## src/design/sfp_pkg.sv

```systemverilog
package sfp_pkg;

    localparam int MAX_BURST    = 64;
    localparam int HEADER_BYTES = 8;
    localparam int MIN_PACKET   = 64;
    localparam int ALIGN_BYTES  = 8;
    localparam int QUEUE_DEPTH  = 4;

    localparam int BURST_CNT_W  = $clog2(MAX_BURST + 1);
    localparam int QUEUE_PTR_W  = $clog2(QUEUE_DEPTH);
    localparam int QUEUE_CNT_W  = $clog2(QUEUE_DEPTH + 1);

    localparam logic [21:0] TOTAL_MAX = 22'h3FFFFF;

    typedef enum logic [0:0] {
        CFG_FRAME_CAPACITY     = 1'b0,
        CFG_FRAME_PACKET_LIMIT = 1'b1
    } cfg_index_t;

    typedef struct packed {
        logic [5:0]  frame_index;
        logic [16:0] payload_offset;
        logic [15:0] padded_length;
        logic [6:0]  pad_bytes;
        logic        upscaled;
    } desc_t;

    typedef struct packed {
        desc_t       desc;
        logic        has_next_header;
        logic [16:0] frame_bytes;
        logic [21:0] burst_total_bytes;
        logic        burst_end;
    } result_t;

    typedef struct packed {
        logic [1:0] count;
        result_t    first;
        result_t    second;
    } push_t;

endpackage

```

## src/design/sfp_result_queue.sv

```systemverilog
module sfp_result_queue (
    input  logic            clk,
    input  logic            rst_n,
    input  sfp_pkg::push_t  push,
    input  logic            pop,
    output logic            not_empty,
    output logic            room,
    output sfp_pkg::result_t head
);
    import sfp_pkg::*;

    result_t                entry_reg [QUEUE_DEPTH];
    logic [QUEUE_PTR_W-1:0] wptr_reg;
    logic [QUEUE_PTR_W-1:0] wptr_next;
    logic [QUEUE_PTR_W-1:0] rptr_reg;
    logic [QUEUE_PTR_W-1:0] rptr_next;
    logic [QUEUE_CNT_W-1:0] cnt_reg;
    logic [QUEUE_CNT_W-1:0] cnt_next;
    logic [QUEUE_PTR_W-1:0] second_ptr;

    assign not_empty  = (cnt_reg != '0);
    assign room       = (cnt_reg <= QUEUE_CNT_W'(QUEUE_DEPTH - 2));
    assign head       = entry_reg[rptr_reg];
    assign second_ptr = wptr_reg + QUEUE_PTR_W'(1);

    always_comb
    begin
        wptr_next = wptr_reg + QUEUE_PTR_W'(push.count);
        rptr_next = pop ? rptr_reg + QUEUE_PTR_W'(1) : rptr_reg;
        cnt_next  = cnt_reg + QUEUE_CNT_W'(push.count) - QUEUE_CNT_W'(pop);
    end

    always_ff @(posedge clk or negedge rst_n)
    begin
        if (!rst_n)
        begin
            wptr_reg <= '0;
            rptr_reg <= '0;
            cnt_reg  <= '0;
        end
        else
        begin
            wptr_reg <= wptr_next;
            rptr_reg <= rptr_next;
            cnt_reg  <= cnt_next;
        end
    end

    always_ff @(posedge clk)
    begin
        if (push.count != 2'd0)
        begin
            entry_reg[wptr_reg] <= push.first;
        end
        if (push.count == 2'd2)
        begin
            entry_reg[second_ptr] <= push.second;
        end
    end

endmodule

```

## src/design/super_frame_packer.sv

```systemverilog
// A descriptor passes the input stage register, then the result queue, once the request that
// settles it (the next packet, or its own request on the last packet of a burst) is accepted.
// Throughput: one request per cycle while the result queue has room; a burst's first packet
// yields no descriptor unless it ends the burst, and a later end yields two, so while the
// output is ready the input never stalls. Reset clears the burst state and the result queue,
// and sets frame_capacity to 0 and frame_packet_limit to 1.
module super_frame_packer (
    input  logic        clk,
    input  logic        rst_n,
    input  logic        cfg_write,
    input  logic [0:0]  cfg_index,
    input  logic [15:0] cfg_data,
    input  logic        in_valid,
    output logic        in_ready,
    input  logic [15:0] packet_length,
    input  logic        burst_last,
    output logic        out_valid,
    input  logic        out_ready,
    output logic [5:0]  frame_index,
    output logic [16:0] payload_offset,
    output logic [15:0] padded_length,
    output logic [6:0]  pad_bytes,
    output logic        upscaled,
    output logic        has_next_header,
    output logic [16:0] frame_bytes,
    output logic [21:0] burst_total_bytes,
    output logic        burst_end
);
    import sfp_pkg::*;

    logic                   stage_valid_reg;
    logic [15:0]            stage_length_reg;
    logic                   stage_last_reg;
    logic [15:0]            capacity_reg;
    logic [15:0]            limit_reg;
    logic                   pend_valid_reg;
    logic                   pend_valid_next;
    desc_t                  pend_desc_reg;
    logic [16:0]            fill_reg;
    logic [16:0]            fill_next;
    logic [15:0]            count_reg;
    logic [15:0]            count_next;
    logic [5:0]             frame_reg;
    logic [5:0]             frame_next;
    logic [21:0]            bytes_reg;
    logic [21:0]            bytes_next;
    logic [BURST_CNT_W-1:0] packets_reg;
    logic [BURST_CNT_W-1:0] packets_next;

    logic                   fire;
    logic                   room;
    logic                   not_empty;
    result_t                head;
    push_t                  push;

    logic                   short_packet;
    logic [15:0]            padded;
    logic [16:0]            need;
    logic [17:0]            fill_sum;
    logic                   packing;
    logic                   join_frame;
    logic                   end_now;
    logic [22:0]            bytes_sum;
    desc_t                  cur;
    result_t                held_result;
    result_t                end_result;

    assign fire     = stage_valid_reg && room;
    assign in_ready = !stage_valid_reg || fire;

    always_comb
    begin
        short_packet = (stage_length_reg < 16'(MIN_PACKET));
        padded       = short_packet ? 16'(MIN_PACKET) : stage_length_reg;
        need         = (17'(padded) + 17'(HEADER_BYTES + ALIGN_BYTES - 1))
                       & ~17'(ALIGN_BYTES - 1);
        fill_sum     = 18'(fill_reg) + 18'(need);
        packing      = (capacity_reg != 16'd0);
        join_frame   = pend_valid_reg && packing && (fill_sum <= 18'(capacity_reg))
                       && (count_reg < limit_reg);

        cur.padded_length = padded;
        cur.pad_bytes     = 7'(padded - stage_length_reg);
        cur.upscaled      = short_packet;

        if (join_frame)
        begin
            cur.payload_offset = fill_reg + 17'(HEADER_BYTES);
            fill_next          = fill_sum[16:0];
            count_next         = count_reg + 16'd1;
            frame_next         = frame_reg;
        end
        else
        begin
            cur.payload_offset = packing ? 17'(HEADER_BYTES) : 17'd0;
            fill_next          = packing ? need : 17'(padded);
            count_next         = 16'd1;
            frame_next         = pend_valid_reg ? frame_reg + 6'd1 : frame_reg;
        end
        cur.frame_index = frame_next;

        bytes_sum    = 23'(bytes_reg) + 23'(padded);
        bytes_next   = (bytes_sum > 23'(TOTAL_MAX)) ? TOTAL_MAX : bytes_sum[21:0];
        packets_next = packets_reg + BURST_CNT_W'(1);
        end_now      = stage_last_reg || (packets_next >= BURST_CNT_W'(MAX_BURST));

        held_result.desc              = pend_desc_reg;
        held_result.has_next_header   = join_frame;
        held_result.frame_bytes       = join_frame ? 17'd0 : fill_reg;
        held_result.burst_total_bytes = 22'd0;
        held_result.burst_end         = 1'b0;

        end_result.desc               = cur;
        end_result.has_next_header    = 1'b0;
        end_result.frame_bytes        = fill_next;
        end_result.burst_total_bytes  = bytes_next;
        end_result.burst_end          = 1'b1;

        push.first  = pend_valid_reg ? held_result : end_result;
        push.second = end_result;
        push.count  = fire ? 2'(pend_valid_reg) + 2'(end_now) : 2'd0;

        pend_valid_next = !end_now;
        if (end_now)
        begin
            fill_next    = 17'd0;
            count_next   = 16'd0;
            frame_next   = 6'd0;
            bytes_next   = 22'd0;
            packets_next = '0;
        end
    end

    always_ff @(posedge clk or negedge rst_n)
    begin
        if (!rst_n)
        begin
            stage_valid_reg <= 1'b0;
            capacity_reg    <= 16'd0;
            limit_reg       <= 16'd1;
            pend_valid_reg  <= 1'b0;
            fill_reg        <= 17'd0;
            count_reg       <= 16'd0;
            frame_reg       <= 6'd0;
            bytes_reg       <= 22'd0;
            packets_reg     <= '0;
        end
        else
        begin
            if (in_ready)
            begin
                stage_valid_reg <= in_valid;
            end
            if (cfg_write)
            begin
                unique case (cfg_index_t'(cfg_index))
                    CFG_FRAME_CAPACITY:     capacity_reg <= cfg_data;
                    CFG_FRAME_PACKET_LIMIT: limit_reg    <= cfg_data;
                    default:                capacity_reg <= capacity_reg;
                endcase
            end
            if (fire)
            begin
                pend_valid_reg <= pend_valid_next;
                fill_reg       <= fill_next;
                count_reg      <= count_next;
                frame_reg      <= frame_next;
                bytes_reg      <= bytes_next;
                packets_reg    <= packets_next;
            end
        end
    end

    always_ff @(posedge clk)
    begin
        if (in_valid && in_ready)
        begin
            stage_length_reg <= packet_length;
            stage_last_reg   <= burst_last;
        end
        if (fire)
        begin
            pend_desc_reg <= cur;
        end
    end

    sfp_result_queue u_queue (
        .clk       (clk),
        .rst_n     (rst_n),
        .push      (push),
        .pop       (out_valid && out_ready),
        .not_empty (not_empty),
        .room      (room),
        .head      (head)
    );

    assign out_valid         = not_empty;
    assign frame_index       = head.desc.frame_index;
    assign payload_offset    = head.desc.payload_offset;
    assign padded_length     = head.desc.padded_length;
    assign pad_bytes         = head.desc.pad_bytes;
    assign upscaled          = head.desc.upscaled;
    assign has_next_header   = head.has_next_header;
    assign frame_bytes       = head.frame_bytes;
    assign burst_total_bytes = head.burst_total_bytes;
    assign burst_end         = head.burst_end;

endmodule

```

## config.mk

```make
export PLATFORM = sky130hd
export DESIGN_NAME = super_frame_packer
export DESIGN_NICKNAME = d
export VERILOG_FILES = /design/src/design/sfp_pkg.sv /design/src/design/sfp_result_queue.sv /design/src/design/super_frame_packer.sv
export SDC_FILE = /design/constraint.sdc
export NUM_CORES = 1
export LEC_CHECK = 0
export ABC_AREA = 1
export ABC_CLOCK_PERIOD_IN_PS = 6750
export BUFFER_PORTS_ARGS = -buffer_cell sky130_fd_sc_hd__buf_2
export CORE_ASPECT_RATIO = 1.1
export CORE_MARGIN = 2
export CORE_UTILIZATION = 40
export DETAILED_ROUTE_END_ITERATION = 7
export REMOVE_ABC_BUFFERS = 1
export SLEW_MARGIN = 10
export SYNTH_ARGS = -nofsm -noshare
export SYNTH_HDL_FRONTEND = slang
export SYNTH_SLANG_ARGS = --single-unit
```

## constraint.sdc

```tcl
create_clock -name clk -period 6.75 [get_ports clk]
set_clock_uncertainty 0.1 [all_clocks]
set_input_delay 0.675 -clock clk [delete_from_list [all_inputs] [get_ports clk]]
set_output_delay 0.675 -clock clk [all_outputs]
set_load 0.1 [all_outputs]
```

Yosys cells after proc, flatten, opt, wreduce, memory -nomap -nowiden
Memories as Yosys holds them, arrays and structs flattened.
Cells that the tools add are included.
{ "word_totals": {"regBits": 173, "ramBits": 352, "inputBits": 39, "out_inout_bits": 90, "word_cells": 78, "memories": 1} }
{ "classes": {"add_sub_neg": 14, "magnitude_cmp": 6, "n_eq_ne": 1, "muxes": 21, "n_bitwise": 1, "n_reduce_logical": 15} }
{ "memory_table": {"columns": ["memory", "words", "width", "rd", "rd_ports_with_merged_regs", "wr", "line_no", "text"], "rows": [
  ["u_queue.entry_reg", 4, 88, 1, 0, 2, "sfp_result_queue.sv:12", "result_t entry_reg [QUEUE_DEPTH];"]
]} }
{ "ops": {"columns": ["op", "n"], "rows": [
  ["$mux W88", 1],
  ["$mux W17", 5],
  ["$mux W16", 3],
  ["$mux W22", 2],
  ["$add A22 B16 Y23", 1],
  ["$gt A23 B22 Y1 const B", 1],
  ["$add A17 B17 Y18", 1],
  ["$le A18 B16 Y1", 1],
  ["$mux W6", 3],
  ["$add A16 B4 Y17 const B", 1],
  ["$add A17 B4 Y17 const B", 1],
  ["$add A16 B1 Y16 const B", 1],
  ["$lt A16 B16 Y1", 1],
  ["$lt A16 B7 Y1 const B", 1],
  ["$reduce_bool A16 Y1", 1],
  ["$add A7 B1 Y7 const B", 1],
  ["$ge A7 B7 Y1 const B", 1],
  ["$mux W7", 1],
  ["$sub A7 B7 Y7", 1],
  ["$add A6 B1 Y6 const B", 1],
  ["$logic_and A1 B1 Y1", 6],
  ["$add A2 B1 Y2 const B", 2],
  ["$mux W1", 4],
  ["$mux W4", 1],
  ["other kinds (13)", 16]
]} }

Longest topological paths before layout
{ "logic_depth": {"depth_word": 9, "depth_mapped": 35, "mapped_depth_nobuf": 33} }

By module
From an unflattened synthesis, not the netlist that was laid out.
{ "unflattened": {"cells_unflattened": 4041, "area_unflattened_um2": 31019.8} }
{ "modules_own_cells": {"columns": ["mod", "n_inst", "cells_per_inst", "area_each_um2", "seq_area_each_um2"], "rows": [
  ["sfp_result_queue", 1, 2510, 19760.2, 10745.3],
  ["super_frame_packer", 1, 1531, 11259.5, 4475.5]
]} }

Worst setup path after synthesis
OpenSTA, ideal clock, no wires.
{ "synth_path": {"path_type": "reg-to-reg", "startpoint": "register packets_reg[0]", "endpoint": "memory u_queue.entry_reg[2][10] in the netlist's numbering, enable pin", "setup_time_ps": 840, "t_arrival_ps": 3838, "required_time_ps": 5810, "setup_slack_ps": 1971, "stages_incl_launch_ff": 17, "path_buffers": 1, "synth_period_minus_slack_ps": 4779, "path_cell_list": "dfrtp_1 > ha_1 > inv_1 > nor3_1 > nand3_1 > nand2_1 > inv_1 > nor3_1 > inv_1 > ha_1 > inv_1 > nor2_2 > nor2_1 > inv_2 > nand2_2 > clkbuf_1 > nand2_1"} }
{ "synth_rtl": {"columns": ["item", "line_no", "text"], "rows": [
  ["start: declaration", "super_frame_packer.sv:47", "logic [BURST_CNT_W-1:0] packets_reg;"],
  ["start signal: assignment", "super_frame_packer.sv:169", "packets_reg <= packets_next;"],
  ["end: declaration", "sfp_result_queue.sv:12", null]
]} }

==> impl_metrics.json <==
{
  "placed_cells": 3840,
  "yosysUniqueCellTypes": 55,
  "worstMarginPinSlew_ns": 1.07,
  "cp_common_cell": "nand2_1",
  "reg2reg_to": "u_queue.entry_reg[0][71]",
  "hold_violations": 0,
  "critPathSlowestCell": "edfxtp_1",
  "io_pins": 129,
  "reg2reg_depth": 26,
  "dp_slack_ns": 0.632,
  "clock_latency_ns": 0.65,
  "fmax_ghz": 0.161,
  "ys.warnings.count": 0,
  "clockBufferDepth": 3,
  "drt-initial-drc-count": 2074,
  "final_cells": 3944,
  "hold_path.class": "input port to asynchronous set/reset pin",
  "cts.reportedPaths.clkPinSlew_ns": 0.06,
  "start_util": 0.403,
  "grt_max_degree": 90,
  "syn_inst": 2981,
  "drc": 0,
  "cp_max_fo": 18,
  "setup_violations": 0,
  "dieWidth_um": 253,
  "outcome": "finished, final reports clean",
  "n_antenna_cell": 0,
  "firstDrtPassIters": 6,
  "synth_flop_cell": "edfxtp_1",
  "syn_area_per_cell_um2": 9.13,
  "placementRows": 100,
  "cts_setup_buffers": 0,
  "drv_slew": 0,
  "wl_per_cell_um": 22.3,
  "arrival_ns": 6.57,
  "max_cap_violations": 0,
  "io_buffer_count": 128,
  "nFillCells": 6359,
  "grt_pass1_vias": 21879,
  "nets": 3143,
  "routed_wl_um": 88000,
  "fin_crit_ns": 6.19,
  "die_h_um": 278,
  "grt.overflow.total": 0,
  "die_area_um2": 70100,
  "viasPerCell": 5.70,
  "cts_inserted_buffers": 55,
  "yosysSeqAreaShare": 0.557,
  "syn_area_um2": 27200,
  "clock_sinks": 525,
  "ant_nets": 0,
  "synthToLayoutAreaGrowth_pct": 11.6,
  "final_util": 0.450,
  "synth-edff-count": 408,
  "critPathCaptureType": "register",
  "worstPathRequired_ns": 7.13,
  "hpwl_um": 54500,
  "synthArstFlopShare": 0.208,
  "drive_gt1_frac": 0.113,
  "cts_root_buf": "clkbuf_16",
  "slowest_delay_ns": 0.52,
  "setup_slack_ns": 0.558,
  "crit_type": "register to register",
  "ys_seq_elements": 525,
  "tns_ns": 0,
  "grt_pass1_wl_um": 132000,
  "timing.rr.start": "stage_length_reg[12]",
  "design.core.area_um2": 67400,
  "multiInputGateArea_um2": 10300,
  "crit_path_start_kind": "register",
  "slew_headroom": 0.288,
  "grt_usage": 0.247,
  "vias": 22500,
  "seq_area_um2": 15100,
  "cts_tree": "yes",
  "antenna_found_initial": 0,
  "layout_worst_path_cycle_share": 0.917,
  "largest_reg_flops": 352,
  "htreeDepth": 2,
  "ff2ff_setup_slack_ns": 0.56,
  "gp_congestion": 0.891,
  "rsz0062_at_grt": "no"
}
cells in the mapped netlist, types with 3 or more instances:
| master | n | share of area |
|---|---|---|
| a21oi_1 | 54 | 0.0099 |
| a22o_1 | 3 | 0.00097 |
| and2_1 | 3 | 0.00069 |
| and2_2 | 3 | 0.00083 |
| buf_1 | 13 | 0.0018 |
| buf_2 | 45 | 0.0083 |
| buf_6 | 6 | 0.0025 |
| clkbuf_1 | 100 | 0.014 |
| dfrtp_1 | 108 | 0.099 |
| dfxtp_1 | 8 | 0.0059 |
| edfxtp_1 | 408 | 0.45 |
| fa_1 | 3 | 0.0022 |
| ha_1 | 71 | 0.033 |
| inv_1 | 263 | 0.036 |
| inv_2 | 22 | 0.0030 |
| nand2_1 | 664 | 0.092 |
| nand2_2 | 13 | 0.0030 |
| nand2_4 | 5 | 0.0021 |
| nand3_1 | 120 | 0.022 |
| nand3_2 | 6 | 0.0022 |
| nand4_1 | 30 | 0.0069 |
| nor2_1 | 315 | 0.043 |
| nor2_2 | 7 | 0.0016 |
| nor3_1 | 18 | 0.0033 |
| nor4_1 | 3 | 0.00069 |
| o21ai_0 | 314 | 0.058 |
| o21ai_1 | 6 | 0.0011 |
| o21ai_2 | 17 | 0.0055 |
| o22ai_1 | 261 | 0.060 |
| or2_2 | 9 | 0.0021 |
| xnor2_1 | 12 | 0.0039 |
| xor2_1 | 36 | 0.012 |
critical path, delay by kind of cell, from the launching register on:
family / cells / cell delay [ns]
AOI/OAI and AO/OA: 4 / 0.99
buffers and inverters: 3 / 0.71
xor gates and xnor gates: 1 / 0.41
DFF: 1 / 0.52
adders and majority gates: 3 / 0.95
and+or+nand+nor: 15 / 2.36
per-stage QoR:
step | instance area (µm²) | hold slack, ns
after global routing | 30400 | 0.0941
after CTS | 30400 | 0.0652
after global placement | 28500 | 0.337
final | 30400 | 0.0236
after detailed placement | 28500 | 0.336
after floorplan | 26500 | 0.279
worst max path at each step:
stage,startpoint,end,slack (ns),cells after the start
2_1_floorplan,u_queue.rptr_reg[0],burst_end,-0.67,3
4_1_cts,stage_length_reg[12],count_reg[10],0.57,26
6_report,stage_length_reg[12],u_queue.entry_reg[0][71],0.56,26
3_5_place_dp,stage_length_reg[9],count_reg[10],0.63,29
3_3_place_gp,stage_length_reg[7],count_reg[10],0.66,26
5_1_grt,stage_length_reg[11],u_queue.entry_reg[2][23],0.11,31
repair_timing:
| action | 4_1_cts | 5_1_grt |
|---|---|---|
| hold buffers | 0 | 0 |
| gates resized for setup | 0 | 2 |
| endpoints found under the setup margin | 0 | 24 |
cell usage in the layout, fill, tap and decap left out, drive strengths merged, types with 4 or more instances in the layout:
master	n
o21ai	339
and2	6
xnor2	12
clkinv	16
a21oi	55
xor2	37
nor2	324
bufinv	4
edfxtp	408
nand4	31
dfrtp	108
nand3	127
ha	71
buf	158
dfxtp	8
clkbuf	80
inv	287
nand2	682
or2	12
o22ai	261
nor3	20
metal layers:
layer	routed length [µm]	global-route usage	vias to the layer above
met5	0	0	-
met4	3200	0.0956	0
met3	6390	0.0326	172
met2	42300	0.415	972
met1	36100	0.325	10997
li1	-	-	10359
final cells by class:
type | instances | area share
clock inverter | 24 | 0.00865
inverter | 286 | 0.0354
multi-input combinational | 2004 | 0.341
timing repair buffer | 158 | 0.0294
clock buffer | 80 | 0.0514
tap | 867 | 0.0357
sequential | 525 | 0.499
logic make-up after synthesis:
| group | share of synthesized area |
|---|---|
| AOI/OAI and AO/OA | 0.141 |
| adders and majority gates | 0.0349 |
| xor gates and xnor gates | 0.0161 |
| and+or+nand+nor | 0.185 |
| buffers and inverters | 0.0664 |
| DFF | 0.557 |
Power is not shown: default switching activity piles up to over one toggle a cycle in this logic, so the estimate is an artifact.
